==> src/hdl/thermal_printer_raster_decoder_top_assert.svh <==
// Assertion macros for the raster decoder.
`ifndef THERMAL_PRINTER_RASTER_DECODER_TOP_ASSERT_SVH
`define THERMAL_PRINTER_RASTER_DECODER_TOP_ASSERT_SVH

// Same-cycle implication, disabled while in reset.
`define TPRD_ASSERT_IMPLIES(label, clk_sig, rst_n_sig, ante, cons) \
	label: assert property (@(posedge clk_sig) disable iff (!rst_n_sig) (ante) |-> (cons)) \
		else $error("tprd: same-cycle check failed");

// Next-cycle implication, disabled while in reset.
`define TPRD_ASSERT_NEXT(label, clk_sig, rst_n_sig, ante, cons) \
	label: assert property (@(posedge clk_sig) disable iff (!rst_n_sig) (ante) |=> (cons)) \
		else $error("tprd: next-cycle check failed");

`endif

==> src/hdl/tprd_pkg.sv <==
`timescale 1ns / 1ps
`default_nettype none
package tprd_pkg;

	localparam int WINDOW_DEPTH_DEF = 17;
	localparam int COORD_BITS_DEF = 24;
	localparam int IN_FIFO_DEPTH = 4;
	localparam int OUT_FIFO_DEPTH = 4;
	localparam int OUT_TDATA_W = 128;

	localparam int NUM_CMD = 7;
	localparam int NUM_PAT = 9;
	localparam int PAT_LEN = 5;

	// Pattern indexes: commands first, then the two row-abort patterns
	localparam logic [2:0] CMD_GS8L = 3'd0;
	localparam logic [2:0] CMD_GSV0 = 3'd1;
	localparam logic [2:0] CMD_ESC_STAR = 3'd2;
	localparam logic [2:0] CMD_ESC_J = 3'd3;
	localparam logic [2:0] CMD_ESC_DOLLAR = 3'd4;
	localparam logic [2:0] CMD_GS_P = 3'd5;
	localparam logic [2:0] CMD_GS_V = 3'd6;
	localparam int PAT_ABORT_H = 7;
	localparam int PAT_ABORT_V = 8;

	localparam logic [7:0] MODE_VDBL = 8'h01;
	localparam logic [7:0] MODE_TRIPLE = 8'h20;
	localparam logic [7:0] MODE_TRIPLE_DBL = 8'h21;

	localparam logic [1:0] MAX_RESULTS = 2'd3;
	localparam logic [1:0] GS_V_TRAIL = 2'd2;
	localparam logic [23:0] PLACE_COORD = 24'd10;

	localparam logic [2:0] PAT_N [NUM_PAT] = '{3'd5, 3'd3, 3'd2, 3'd2, 3'd2, 3'd2, 3'd2,
		3'd3, 3'd2};

	localparam logic [4:0] PAT_POS [NUM_PAT][PAT_LEN] = '{
		'{5'd0, 5'd1, 5'd2, 5'd7, 5'd8},
		'{5'd0, 5'd1, 5'd2, 5'd0, 5'd0},
		'{5'd0, 5'd1, 5'd0, 5'd0, 5'd0},
		'{5'd0, 5'd1, 5'd0, 5'd0, 5'd0},
		'{5'd0, 5'd1, 5'd0, 5'd0, 5'd0},
		'{5'd0, 5'd1, 5'd0, 5'd0, 5'd0},
		'{5'd0, 5'd1, 5'd0, 5'd0, 5'd0},
		'{5'd0, 5'd1, 5'd2, 5'd0, 5'd0},
		'{5'd0, 5'd1, 5'd0, 5'd0, 5'd0}
	};

	localparam logic [7:0] PAT_VAL [NUM_PAT][PAT_LEN] = '{
		'{8'h1D, 8'h38, 8'h4C, 8'h30, 8'h70},
		'{8'h1D, 8'h76, 8'h30, 8'h00, 8'h00},
		'{8'h1B, 8'h2A, 8'h00, 8'h00, 8'h00},
		'{8'h1B, 8'h4A, 8'h00, 8'h00, 8'h00},
		'{8'h1B, 8'h24, 8'h00, 8'h00, 8'h00},
		'{8'h1D, 8'h50, 8'h00, 8'h00, 8'h00},
		'{8'h1D, 8'h56, 8'h00, 8'h00, 8'h00},
		'{8'h1D, 8'h28, 8'h4C, 8'h00, 8'h00},
		'{8'h1B, 8'h4A, 8'h00, 8'h00, 8'h00}
	};

	// Header length of each command, also the bytes it consumes
	localparam logic [4:0] PAT_HDR [NUM_CMD] = '{5'd17, 5'd8, 5'd5, 5'd3, 5'd4, 5'd4, 5'd2};

	typedef enum logic [2:0] {
		OP_HORIZ = 3'd0,
		OP_VERT = 3'd1,
		OP_VDBL = 3'd2,
		OP_PLACE = 3'd3,
		OP_TEND = 3'd4
	} op_t;

	typedef enum logic [2:0] {
		PH_IDLE,
		PH_GS8L,
		PH_GSV0,
		PH_VCOL,
		PH_VTRIPLE
	} phase_t;

	typedef enum logic [2:0] {
		BK_IDLE,
		BK_RUN,
		BK_PLACE,
		BK_TEND,
		BK_FLUSH
	} bk_state_t;

	typedef enum logic [1:0] {
		MR_NO,
		MR_YES,
		MR_WAIT
	} match_t;

	typedef struct packed {
		logic [31:0] stream_offset;
		logic [31:0] pixel_count;
		logic [7:0] image_byte;
		logic [23:0] y_coord;
		logic [23:0] x_coord;
		op_t op;
	} result_t;

	typedef struct packed {
		logic last_result;
		result_t res;
	} out_item_t;

	typedef struct packed {
		logic end_of_data;
		logic [7:0] data_byte;
	} in_item_t;

endpackage
`default_nettype wire

==> src/hdl/tprd_fifo.sv <==
`timescale 1ns / 1ps
`default_nettype none
module tprd_fifo #(
	parameter int WIDTH = 8,
	parameter int DEPTH = 4
) (
	input wire logic clk,
	input wire logic arst_n,
	input wire logic push,
	input wire logic [WIDTH-1:0] push_data,
	input wire logic pop,
	output logic [WIDTH-1:0] pop_data,
	output logic full,
	output logic empty
);
	localparam int AW = $clog2(DEPTH);
	localparam int CW = $clog2(DEPTH + 1);

	logic [WIDTH-1:0] mem_q [DEPTH];
	logic [AW-1:0] wr_q, rd_q;
	logic [CW-1:0] cnt_q;
	logic do_push, do_pop;

	assign full = (cnt_q == CW'(DEPTH));
	assign empty = (cnt_q == '0);
	assign do_push = push && !full;
	assign do_pop = pop && !empty;
	assign pop_data = mem_q[rd_q];

	// Store the incoming transfer
	always_ff @(posedge clk) begin
		if (do_push) begin
			mem_q[wr_q] <= push_data;
		end
	end

	// Advance pointers and occupancy
	always_ff @(posedge clk or negedge arst_n) begin
		if (!arst_n) begin
			wr_q <= '0;
			rd_q <= '0;
			cnt_q <= '0;
		end else begin
			if (do_push) begin
				wr_q <= (wr_q == AW'(DEPTH - 1)) ? '0 : wr_q + 1'b1;
			end
			if (do_pop) begin
				rd_q <= (rd_q == AW'(DEPTH - 1)) ? '0 : rd_q + 1'b1;
			end
			if (do_push && !do_pop) begin
				cnt_q <= cnt_q + 1'b1;
			end else if (do_pop && !do_push) begin
				cnt_q <= cnt_q - 1'b1;
			end
		end
	end
endmodule
`default_nettype wire

==> src/hdl/tprd_parser.sv <==
`timescale 1ns / 1ps
`default_nettype none
module tprd_parser #(
	parameter int WINDOW_DEPTH = 17,
	parameter int COORD_BITS = 24
) (
	input wire logic clk,
	input wire logic arst_n,
	input wire logic in_valid,
	input wire tprd_pkg::in_item_t in_item,
	output logic in_pop,
	input wire logic out_full,
	output logic out_push,
	output tprd_pkg::out_item_t out_item
);
	import tprd_pkg::*;

	localparam int IW = $clog2(WINDOW_DEPTH);
	localparam int FW = $clog2(WINDOW_DEPTH + 1);
	localparam int CB = COORD_BITS;

	// Window and parser state
	logic [7:0] win_q [WINDOW_DEPTH];
	logic [FW-1:0] fill_q;
	phase_t phase_q, phase_d;
	logic [7:0] mode_q, mode_d;
	logic [CB-1:0] x_q, x_d, y_q, y_d, xs_q, xs_d;
	logic [7:0] xsc_q, xsc_d, ysc_q, ysc_d;
	logic [15:0] rows_q, rows_d, rw_q, rw_d, rbl_q, rbl_d;
	logic [1:0] col_q, col_d, skip_q, skip_d;
	logic [31:0] pix_q, pix_d, bytes_q;
	logic end_q;
	logic [1:0] cnt_q;
	logic pend_v_q;
	result_t pend_q;
	bk_state_t state_q, state_d;

	// Step decode
	logic av [WINDOW_DEPTH];
	logic wt [WINDOW_DEPTH];
	logic [7:0] pv [WINDOW_DEPTH];
	match_t mres [NUM_PAT];
	logic dec;
	logic sel_found, sel_wait, hdr_ok;
	logic [2:0] sel_idx;
	logic [15:0] gs8l_bytes, sh_w, sh_h, vcols;
	logic [15:0] feed_amt;
	logic [23:0] ofs_prod;
	logic [31:0] tend_ofs;
	logic [CB-1:0] yy;
	logic dbl;
	logic adv, emit_req;
	logic [FW-1:0] cons_n;
	result_t emit_res, emit_data;
	logic en, run_act, flush, load, place_emit, tend, emit_any, emit_ok;

	// Classify each window slot as present, waiting or past the end
	always_comb begin
		for (int k = 0; k < WINDOW_DEPTH; k++) begin
			av[k] = FW'(k) < fill_q;
			wt[k] = !av[k] && !end_q;
			pv[k] = av[k] ? win_q[k] : 8'h00;
		end
	end

	// Match every pattern against the window
	always_comb begin
		dec = 1'b0;
		for (int p = 0; p < NUM_PAT; p++) begin
			mres[p] = MR_YES;
			dec = 1'b0;
			for (int i = 0; i < PAT_LEN; i++) begin
				if (3'(i) < PAT_N[p] && !dec) begin
					if (wt[IW'(PAT_POS[p][i])]) begin
						mres[p] = MR_WAIT;
						dec = 1'b1;
					end else if (!av[IW'(PAT_POS[p][i])] ||
							win_q[IW'(PAT_POS[p][i])] != PAT_VAL[p][i]) begin
						mres[p] = MR_NO;
						dec = 1'b1;
					end
				end
			end
		end
	end

	// Pick the first command that matches or still waits
	always_comb begin
		sel_found = 1'b0;
		sel_wait = 1'b0;
		sel_idx = CMD_GS8L;
		for (int c = 0; c < NUM_CMD; c++) begin
			if (!sel_found) begin
				if (mres[c] == MR_WAIT) begin
					sel_found = 1'b1;
					sel_wait = 1'b1;
				end else if (mres[c] == MR_YES) begin
					sel_found = 1'b1;
					sel_idx = 3'(c);
				end
			end
		end
		hdr_ok = (fill_q >= FW'(PAT_HDR[sel_idx])) || end_q;
	end

	// Header parameters
	assign gs8l_bytes = 16'((17'({pv[14], pv[13]}) + 17'd7) >> 3);
	assign sh_w = (sel_idx == CMD_GS8L) ? gs8l_bytes : {pv[5], pv[4]};
	assign sh_h = (sel_idx == CMD_GS8L) ? {pv[16], pv[15]} : {pv[7], pv[6]};
	assign vcols = {pv[4], pv[3]};
	assign feed_amt = pv[2] * ysc_q;
	assign ofs_prod = {pv[3], pv[2]} * xsc_q;
	assign tend_ofs = bytes_q - 32'(fill_q) + 32'd4;
	assign dbl = (mode_q == MODE_TRIPLE_DBL);
	assign yy = y_q + CB'(dbl ? {col_q, 4'b0000} : {1'b0, col_q, 3'b000});

	// One parser step on the current window
	always_comb begin
		adv = 1'b0;
		cons_n = '0;
		emit_req = 1'b0;
		emit_res = '0;
		phase_d = phase_q;
		mode_d = mode_q;
		x_d = x_q;
		y_d = y_q;
		xs_d = xs_q;
		xsc_d = xsc_q;
		ysc_d = ysc_q;
		rows_d = rows_q;
		rw_d = rw_q;
		rbl_d = rbl_q;
		col_d = col_q;
		skip_d = skip_q;
		pix_d = pix_q;
		if (skip_q != '0) begin
			// Drop trailing bytes of GS V
			if (fill_q != '0) begin
				cons_n = FW'(1);
				skip_d = skip_q - 1'b1;
				adv = 1'b1;
			end else if (end_q) begin
				skip_d = '0;
			end
		end else if (phase_q == PH_IDLE) begin
			if (fill_q != '0) begin
				if (!sel_found) begin
					cons_n = FW'(1);
					adv = 1'b1;
				end else if (!sel_wait && hdr_ok) begin
					adv = 1'b1;
					cons_n = FW'(PAT_HDR[sel_idx]);
					unique case (sel_idx)
						CMD_GS8L, CMD_GSV0: begin
							x_d = xs_q;
							rw_d = sh_w;
							rbl_d = sh_w;
							rows_d = sh_h;
							if (sh_h == '0) begin
								phase_d = PH_IDLE;
								xs_d = '0;
							end else if (sh_w == '0) begin
								y_d = y_q + CB'(sh_h);
								rows_d = '0;
								phase_d = PH_IDLE;
								xs_d = '0;
							end else begin
								phase_d = (sel_idx == CMD_GS8L) ? PH_GS8L : PH_GSV0;
							end
						end
						CMD_ESC_STAR: begin
							mode_d = pv[2];
							rbl_d = vcols;
							x_d = xs_q;
							col_d = '0;
							if (vcols == '0) begin
								phase_d = PH_IDLE;
								xs_d = '0;
							end else if (pv[2] <= MODE_VDBL) begin
								phase_d = PH_VCOL;
							end else if (pv[2] == MODE_TRIPLE || pv[2] == MODE_TRIPLE_DBL) begin
								phase_d = PH_VTRIPLE;
							end else begin
								phase_d = PH_IDLE;
								xs_d = '0;
							end
						end
						CMD_ESC_J: begin
							y_d = y_q + CB'(feed_amt);
						end
						CMD_ESC_DOLLAR: begin
							xs_d = CB'(ofs_prod);
						end
						CMD_GS_P: begin
							xsc_d = (pv[2] != 8'h00) ? pv[2] : 8'h01;
							ysc_d = (pv[3] != 8'h00) ? pv[3] : 8'h01;
						end
						CMD_GS_V: begin
							skip_d = GS_V_TRAIL;
							if (pix_q != '0) begin
								emit_req = 1'b1;
								emit_res.op = OP_TEND;
								emit_res.pixel_count = pix_q;
								emit_res.stream_offset = tend_ofs;
								phase_d = PH_IDLE;
								mode_d = '0;
								x_d = '0;
								y_d = '0;
								xs_d = '0;
								xsc_d = 8'h01;
								ysc_d = 8'h01;
								rows_d = '0;
								rw_d = '0;
								rbl_d = '0;
								col_d = '0;
								pix_d = '0;
							end
						end
						default: begin
						end
					endcase
				end
			end
		end else if (fill_q == '0 && !end_q) begin
			adv = 1'b0;
		end else if (phase_q == PH_GS8L || phase_q == PH_GSV0) begin
			if (fill_q == '0) begin
				// Starved row: add all rows left
				adv = 1'b1;
				y_d = y_q + CB'(rows_q);
				rows_d = '0;
				phase_d = PH_IDLE;
				xs_d = '0;
			end else if (phase_q == PH_GS8L && mres[PAT_ABORT_H] == MR_WAIT) begin
				adv = 1'b0;
			end else if (phase_q == PH_GS8L && mres[PAT_ABORT_H] == MR_YES) begin
				adv = 1'b1;
				y_d = y_q + CB'(rows_q);
				rows_d = '0;
				phase_d = PH_IDLE;
				xs_d = '0;
			end else begin
				adv = 1'b1;
				cons_n = FW'(1);
				emit_req = 1'b1;
				emit_res.op = OP_HORIZ;
				emit_res.x_coord = 24'(x_q);
				emit_res.y_coord = 24'(y_q);
				emit_res.image_byte = win_q[0];
				pix_d = pix_q + 32'd8;
				if (rbl_q == 16'd1) begin
					y_d = y_q + CB'(1);
					rows_d = rows_q - 1'b1;
					x_d = xs_q;
					rbl_d = rw_q;
					if (rows_q == 16'd1) begin
						phase_d = PH_IDLE;
						xs_d = '0;
					end
				end else begin
					x_d = x_q + CB'(8);
					rbl_d = rbl_q - 1'b1;
				end
			end
		end else begin
			if (fill_q == '0) begin
				adv = 1'b1;
				phase_d = PH_IDLE;
				xs_d = '0;
			end else if (mres[PAT_ABORT_V] == MR_WAIT) begin
				adv = 1'b0;
			end else if (mres[PAT_ABORT_V] == MR_YES) begin
				adv = 1'b1;
				phase_d = PH_IDLE;
				xs_d = '0;
			end else begin
				adv = 1'b1;
				cons_n = FW'(1);
				emit_req = 1'b1;
				emit_res.x_coord = 24'(x_q);
				emit_res.image_byte = win_q[0];
				pix_d = pix_q + 32'd8;
				if (phase_q == PH_VCOL) begin
					emit_res.op = (mode_q == MODE_VDBL) ? OP_VDBL : OP_VERT;
					emit_res.y_coord = 24'(y_q);
					x_d = x_q + CB'(1);
					rbl_d = rbl_q - 1'b1;
					if (rbl_q == 16'd1) begin
						phase_d = PH_IDLE;
						xs_d = '0;
					end
				end else begin
					emit_res.op = dbl ? OP_VDBL : OP_VERT;
					emit_res.y_coord = 24'(yy);
					if (col_q == 2'd2) begin
						col_d = '0;
						x_d = x_q + CB'(1);
						rbl_d = rbl_q - 1'b1;
						if (rbl_q == 16'd1) begin
							phase_d = PH_IDLE;
							xs_d = '0;
						end
					end else begin
						col_d = col_q + 1'b1;
					end
				end
			end
		end
	end

	// Sequencer next state
	always_comb begin
		state_d = state_q;
		unique case (state_q)
			BK_IDLE: begin
				if (en && in_valid) begin
					state_d = BK_RUN;
				end
			end
			BK_RUN: begin
				if (en && !adv) begin
					if (end_q) begin
						state_d = BK_PLACE;
					end else begin
						state_d = in_valid ? BK_RUN : BK_IDLE;
					end
				end
			end
			BK_PLACE: begin
				if (en) begin
					state_d = BK_TEND;
				end
			end
			BK_TEND: begin
				if (en) begin
					state_d = BK_FLUSH;
				end
			end
			BK_FLUSH: begin
				if (en) begin
					state_d = in_valid ? BK_RUN : BK_IDLE;
				end
			end
			default: begin
				state_d = BK_IDLE;
			end
		endcase
	end

	// Sequencer actions
	always_comb begin
		en = !out_full;
		run_act = en && (state_q == BK_RUN) && adv;
		flush = en && (((state_q == BK_RUN) && !adv && !end_q) || (state_q == BK_FLUSH));
		load = en && in_valid && ((state_q == BK_IDLE) || flush);
		place_emit = en && (state_q == BK_PLACE) && (pix_q == '0);
		tend = en && (state_q == BK_TEND);
		emit_any = (run_act && emit_req) || place_emit || tend;
		emit_ok = emit_any && (cnt_q != MAX_RESULTS);
		emit_data = emit_res;
		if (place_emit) begin
			emit_data = '0;
			emit_data.op = OP_PLACE;
			emit_data.x_coord = PLACE_COORD;
			emit_data.y_coord = PLACE_COORD;
			emit_data.image_byte = 8'h01;
		end else if (tend) begin
			emit_data = '0;
			emit_data.op = OP_TEND;
			emit_data.pixel_count = pix_q;
			emit_data.stream_offset = bytes_q;
		end
		in_pop = load;
		out_push = en && pend_v_q && (emit_ok || flush);
		out_item.last_result = flush;
		out_item.res = pend_q;
	end

	// Shift out consumed bytes, append the loaded byte
	always_ff @(posedge clk) begin
		if (run_act && cons_n != '0) begin
			for (int k = 0; k < WINDOW_DEPTH; k++) begin
				if (k + int'(cons_n) < WINDOW_DEPTH) begin
					win_q[k] <= win_q[IW'(k + int'(cons_n))];
				end
			end
		end else if (load && fill_q < FW'(WINDOW_DEPTH)) begin
			win_q[fill_q[IW-1:0]] <= in_item.data_byte;
		end
		if (emit_ok) begin
			pend_q <= emit_data;
		end
	end

	// Control and ticket state
	always_ff @(posedge clk or negedge arst_n) begin
		if (!arst_n) begin
			state_q <= BK_IDLE;
			fill_q <= '0;
			phase_q <= PH_IDLE;
			mode_q <= '0;
			x_q <= '0;
			y_q <= '0;
			xs_q <= '0;
			xsc_q <= 8'h01;
			ysc_q <= 8'h01;
			rows_q <= '0;
			rw_q <= '0;
			rbl_q <= '0;
			col_q <= '0;
			skip_q <= '0;
			pix_q <= '0;
			bytes_q <= '0;
			end_q <= 1'b0;
			cnt_q <= '0;
			pend_v_q <= 1'b0;
		end else begin
			state_q <= state_d;
			if (run_act) begin
				phase_q <= phase_d;
				mode_q <= mode_d;
				x_q <= x_d;
				y_q <= y_d;
				xs_q <= xs_d;
				xsc_q <= xsc_d;
				ysc_q <= ysc_d;
				rows_q <= rows_d;
				rw_q <= rw_d;
				rbl_q <= rbl_d;
				col_q <= col_d;
				skip_q <= skip_d;
				pix_q <= pix_d;
				fill_q <= (cons_n >= fill_q) ? '0 : fill_q - cons_n;
			end else if (tend) begin
				// Stream end: back to the reset state
				fill_q <= '0;
				phase_q <= PH_IDLE;
				mode_q <= '0;
				x_q <= '0;
				y_q <= '0;
				xs_q <= '0;
				xsc_q <= 8'h01;
				ysc_q <= 8'h01;
				rows_q <= '0;
				rw_q <= '0;
				rbl_q <= '0;
				col_q <= '0;
				skip_q <= '0;
				pix_q <= '0;
				bytes_q <= '0;
			end else if (load) begin
				if (fill_q < FW'(WINDOW_DEPTH)) begin
					fill_q <= fill_q + 1'b1;
				end
				bytes_q <= bytes_q + 32'd1;
				end_q <= in_item.end_of_data;
			end
			if (load) begin
				cnt_q <= '0;
			end else if (emit_ok) begin
				cnt_q <= cnt_q + 1'b1;
			end
			if (emit_ok) begin
				pend_v_q <= 1'b1;
			end else if (flush) begin
				pend_v_q <= 1'b0;
			end
		end
	end
endmodule
`default_nettype wire

==> src/hdl/thermal_printer_raster_decoder_top.sv <==
// Raster decoder for a thermal-printer command stream. Bytes arrive on the slave stream, one per
// transfer, with tlast on the final byte of the stream; every image byte leaves as one draw
// command on the master stream, tlast marking the last result that a byte causes. A short input
// queue decouples the link from the parser, and an output queue lets the parser run on while
// results wait. The parser does one step of its command scan per cycle on a look-ahead window of
// WINDOW_DEPTH bytes: a dropped byte, a whole command header, a raster byte or a row abort each
// take one step. A byte first enters the window, then each step that it unlocks runs; the scan
// that finds no further step closes the byte and takes in the next one. After the final byte of
// a stream the parser adds the closing results: a place result when no pixels were drawn, then
// the end-of-stream result. The parser holds whenever the output queue is full.
`timescale 1ns / 1ps
`default_nettype none
`include "thermal_printer_raster_decoder_top_assert.svh"
module thermal_printer_raster_decoder_top #(
	parameter int WINDOW_DEPTH = tprd_pkg::WINDOW_DEPTH_DEF,
	parameter int COORD_BITS = tprd_pkg::COORD_BITS_DEF
) (
	input wire logic clk,
	input wire logic arst_n,
	input wire logic s_axis_tvalid,
	output logic s_axis_tready,
	input wire logic [7:0] s_axis_tdata, // data_byte
	input wire logic s_axis_tlast,
	output logic m_axis_tvalid,
	input wire logic m_axis_tready,
	// op, x_coord, y_coord, image_byte, pixel_count, stream_offset, zero fill
	output logic [tprd_pkg::OUT_TDATA_W-1:0] m_axis_tdata,
	output logic m_axis_tlast
);
	import tprd_pkg::*;

	localparam int IN_W = $bits(in_item_t);
	localparam int OUT_W = $bits(out_item_t);

	logic in_full, in_empty, in_pop;
	logic [IN_W-1:0] in_q_data;
	logic out_full, out_empty, par_out_push;
	out_item_t par_out_item;
	logic [OUT_W-1:0] out_q_data;
	out_item_t out_head;

	// Front: take bytes from the link
	assign s_axis_tready = !in_full;

	tprd_fifo #(
		.WIDTH(IN_W),
		.DEPTH(IN_FIFO_DEPTH)
	) u_in_q (
		.clk(clk),
		.arst_n(arst_n),
		.push(s_axis_tvalid && s_axis_tready),
		.push_data({s_axis_tlast, s_axis_tdata}),
		.pop(in_pop),
		.pop_data(in_q_data),
		.full(in_full),
		.empty(in_empty)
	);

	// Back: command parser
	tprd_parser #(
		.WINDOW_DEPTH(WINDOW_DEPTH),
		.COORD_BITS(COORD_BITS)
	) u_parser (
		.clk(clk),
		.arst_n(arst_n),
		.in_valid(!in_empty),
		.in_item(in_item_t'(in_q_data)),
		.in_pop(in_pop),
		.out_full(out_full),
		.out_push(par_out_push),
		.out_item(par_out_item)
	);

	// Result queue toward the master stream
	tprd_fifo #(
		.WIDTH(OUT_W),
		.DEPTH(OUT_FIFO_DEPTH)
	) u_out_q (
		.clk(clk),
		.arst_n(arst_n),
		.push(par_out_push),
		.push_data(par_out_item),
		.pop(m_axis_tvalid && m_axis_tready),
		.pop_data(out_q_data),
		.full(out_full),
		.empty(out_empty)
	);

	assign out_head = out_item_t'(out_q_data);
	assign m_axis_tvalid = !out_empty;
	assign m_axis_tdata = {{(OUT_TDATA_W - $bits(result_t)){1'b0}}, out_head.res};
	assign m_axis_tlast = out_head.last_result;

	`TPRD_ASSERT_IMPLIES(a_push_has_room, clk, arst_n, par_out_push, !out_full)
	`TPRD_ASSERT_IMPLIES(a_pop_has_data, clk, arst_n, in_pop, !in_empty)
	`TPRD_ASSERT_NEXT(a_push_shows, clk, arst_n, par_out_push, m_axis_tvalid)
	`TPRD_ASSERT_IMPLIES(a_op_known, clk, arst_n, m_axis_tvalid, m_axis_tdata[2:0] <= 3'(OP_TEND))
endmodule
`default_nettype wire
==> config.mk <==
export PLATFORM = sky130hd
export DESIGN_NAME = thermal_printer_raster_decoder_top
export DESIGN_NICKNAME = d
export VERILOG_FILES = /design/src/hdl/tprd_pkg.sv /design/src/hdl/tprd_fifo.sv /design/src/hdl/tprd_parser.sv /design/src/hdl/thermal_printer_raster_decoder_top.sv
export VERILOG_INCLUDE_DIRS = /design/src /design/src/hdl
export SDC_FILE = /design/constraint.sdc
export NUM_CORES = 2
export LEC_CHECK = 0
export BUFFER_PORTS_ARGS = -buffer_cell sky130_fd_sc_hd__buf_2
export CORE_AREA = 5 5 379 381
export CTS_CLUSTER_SIZE = 28
export DETAILED_ROUTE_END_ITERATION = 12
export DIE_AREA = 0 0 384 386
export PLACE_DENSITY = 0.74
export SYNTH_ARGS = -nofsm -noshare
export SYNTH_HDL_FRONTEND = slang
export SYNTH_HIERARCHICAL = 1
export SYNTH_SLANG_ARGS = --single-unit
export TNS_END_PERCENT = 100
==> constraint.sdc <==
create_clock -name clk -period 13.9 [get_ports clk]
set_input_delay 0.695 -clock clk [delete_from_list [all_inputs] [get_ports clk]]
set_output_delay 0.695 -clock clk [all_outputs]
set_load 0.05 [all_outputs]
==> run_results.csv <==
group,metric,value,unit
global_routing,grt_max_degree,138,
routing,vias_per_cell,6.891,
outcome,run_status,"finished, violations left",
cts,cts-root-buf,"clkbuf_16",
critical_path,endpoint_kind,"flip-flop",
synth,synth_area_per_cell,11.04,um2
placement,io_buffers,138,
floorplanning,die_h,386,um
synth,yosysSeqAreaShare,43.65,%
timing,final_hold_viol_count,13,
timing,slew_violations,7,
timing,relSlewSlack,-5.112,%
critical_path,arrival,11810,ps
timing,max_freq,0.08888,GHz
critical_path,startpoint_type,"flip-flop",
finish,drive_gt1_share,14.13,%
synth,synth-seq-cells,1147,
cts,cts_resized,0,
routing,final_antenna_net_count,0,
outcome,violations,"negative hold slack, max-capacitance violations, max-slew violations",
synth,async_flop_share,20.75,%
cts,postCtsHoldBufs,0,
critical_path,cp_max_fo,51,
finish,finalNetCount,7333,
synth,synthDistinctLibCells,123,
cts,clk_pin_slew,60,ps
cts,cts_tree,"yes",
floorplanning,ios,144,
floorplanning,core,140200,um2
floorplanning,die-area,148200,um2
critical_path,crit_type,"reg2reg",
floorplanning,initial_utilization,54.34,%
cts,htreeDepth,3,
timing,holdWs,-47.19,ps
synth,synth_ff_type,"edfxtp_1",
routing,drc,0,
placement,dp.final_hpwl,212000,um
global_routing,grt_pass1_vias,58810,
synth,synth-edff-count,909,
routing,drtIter0Drc,7853,
routing,drt_wl_total,297300,um
run,cap_violations,3,
global_routing,globalRouteTotalUtil,39.58,%
critical_path,crit_required,14460,ps
floorplanning,rows,138,
timing,tns,0,ps
placement,routabilityCongestion,1.163,
worst_hold_path,min_path_type,"in2async",
global_routing,grt-ovfl-total,0,
synth,synthCells,6899,
finish,syn_to_final_growth,8.866,%
cts,cts_max_path_buffers,3,
cts,cts-buffers-inserted,119,
timing,finClkSkew,100.9,ps
synth,syn_area,76180,um2
floorplanning,fp.dieW,384,um
global_routing,antenna_found_initial,15,
cts,insertion_delay,810,ps
timing,tightestPinTransition,1533,ps
cts,clock-sinks,1147,
routing,first_pass_iters,10,
cts,post_cts_buffers,0,
routing,wl_per_cell,33.25,um
timing,period_share,80.94,%
timing,period_minus_slack,11250,ps
synth,synth-warning-count,6,
timing,finalSetupViolCount,0,
global_routing,grt_pass1_wl,424100,um
routing,num_vias,61600,
timing,rsz0062_at_grt,"false",
synth_stat cells, types with 34 or more instances:
cell	n	area [um2]
a31oi_1	76	475.5
inv_1	273	1025
nand3_1	263	1316
o21ai_0	321	1607
xnor2_1	100	875.8
and3_1	149	932.1
xor2_1	78	683.2
nor3_1	106	530.5
nor4_1	36	225.2
o22ai_1	72	450.4
a21oi_1	309	1546
a211oi_1	48	360.4
nand4_1	34	212.7
o21ai_1	44	220.2
clkbuf_1	303	1137
ha_1	243	3040
a22oi_1	60	450.4
or3_1	50	312.8
edfxtp_1	909	27300
nor2b_1	54	337.8
nand2b_1	34	212.7
o211ai_1	108	810.8
a21o_1	58	435.4
mux2i_1	468	4684
nor2_1	451	1693
o31ai_1	68	510.5
dfrtp_1	236	5906
nand2_1	736	2763
mux4_2	297	6689
fa_1	141	2823
and2_1	76	475.5
mux2_2	69	777.0
buf_2	85	425.4
critical path, cell delays in order (launching register included):
cell      delay [ps]
dfrtp_1          830
clkinv_1         540
nand2_1          560
nand4_1          190
o21ai_0          230
a32oi_1          140
o41ai_1          300
ha_1             270
nand2_1          180
a21oi_1          170
buf_4            230
o21ai_0          300
a22oi_4          510
inv_1            560
ha_1             480
a211oi_1          60
o21ai_0          510
o311ai_1         230
nor2_1           740
nand2_8          390
inv_6            370
buf_4            780
mux2i_1          630
mux2i_1          230
mux2i_1         1050
mux2i_1          180
a22oi_1          220
nand2_1           70
final cells by class:
cell class | instances | area (um2)
diodes | 10 | 25.02
repair buffers | 299 | 1984
multi-input cells | 5088 | 40050
clock buffers | 149 | 3233
well taps | 1890 | 2365
flip-flops and latches | 1147 | 33260
inverters | 281 | 1062
fillers | 11450 | 57270
clock inverters | 76 | 952.2
placed cells by master, fill, tap and decap left out, drive strengths merged, types with 109 or more instances in the layout:
cell	n
buf	299
inv	290
and3	149
nor2	453
fa	141
mux2i	469
nor3	109
dfrtp	236
clkbuf	149
a21oi	312
ha	243
nand2	739
mux4	297
o211ai	110
o21ai	368
nand3	264
edfxtp	909
per-layer routing:
metal,track usage (%),part of all wire (%),up-vias
li1,-,-,26000
met1,49.42,36,30540
met2,60.07,44,4050
met3,11.29,12,1011
met4,26.70,8.5,4
met5,0,0.011,-
path summary, 6_finish.rpt:
| path | start | endpoint | slack, ps | cells past startpoint |
|---|---|---|---|---|
| worst max-delay path | u_parser/fill_q[4] | u_parser/win_q[12][7] | 2650 | 27 |
| worst min-delay path | arst_n | u_parser/x_q[5] | -50 | 1 |
| worst max register to register | u_parser/fill_q[4] | u_parser/win_q[12][7] | 2650 | 27 |
| worst min register to register | u_parser/out_item[31] | u_out_q/mem_q[2][31] | 460 | 0 |
| max in group asynchronous | arst_n | u_parser/fill_q[2] | 11630 | 3 |
| min in group clk | s_axis_tdata[1] | u_in_q/mem_q[0][1] | 100 | 1 |
sequential cells by signal, indices dropped and copies added, names as in the netlist, 24 cells and up:
register / cells
u_out_q/mem_q: 496
u_parser/xs_q: 24
u_in_q/mem_q: 36
u_parser/out_item: 121
u_parser/bytes_q: 32
u_parser/win_q: 256
u_parser/x_q: 24
u_parser/y_q: 24
u_parser/pix_q: 29
cell families after synthesis:
logic type / share of synthesized area [%]
multiplexers: 16.02
XOR/XNOR: 2.111
buffers and inverters: 4.518
other: 0.009858
flip-flops: 43.65
AO/OA/AOI/OAI: 12.98
AND/OR/NAND/NOR: 13.01
adder cells (fa/ha/maj): 7.696
metrics by stage:
step	instance area (um2)	hold WS [ps]	std cells	util [%]	setup slack (ps)
floorplan	76560	399.4	6999	-	1129
global placement	78720	460.8	8705	56.15	3336
detailed placement	78720	466.1	8705	56.15	3290
CTS	82910	18.57	8930	59.13	3313
global route	82910	72.22	8930	59.13	2440
finish	82930	-47.19	8940	59.15	2649
Power is left out: the tool's default activity adds up to more than one toggle a clock period on the data nets, which glitch-free logic cannot reach.
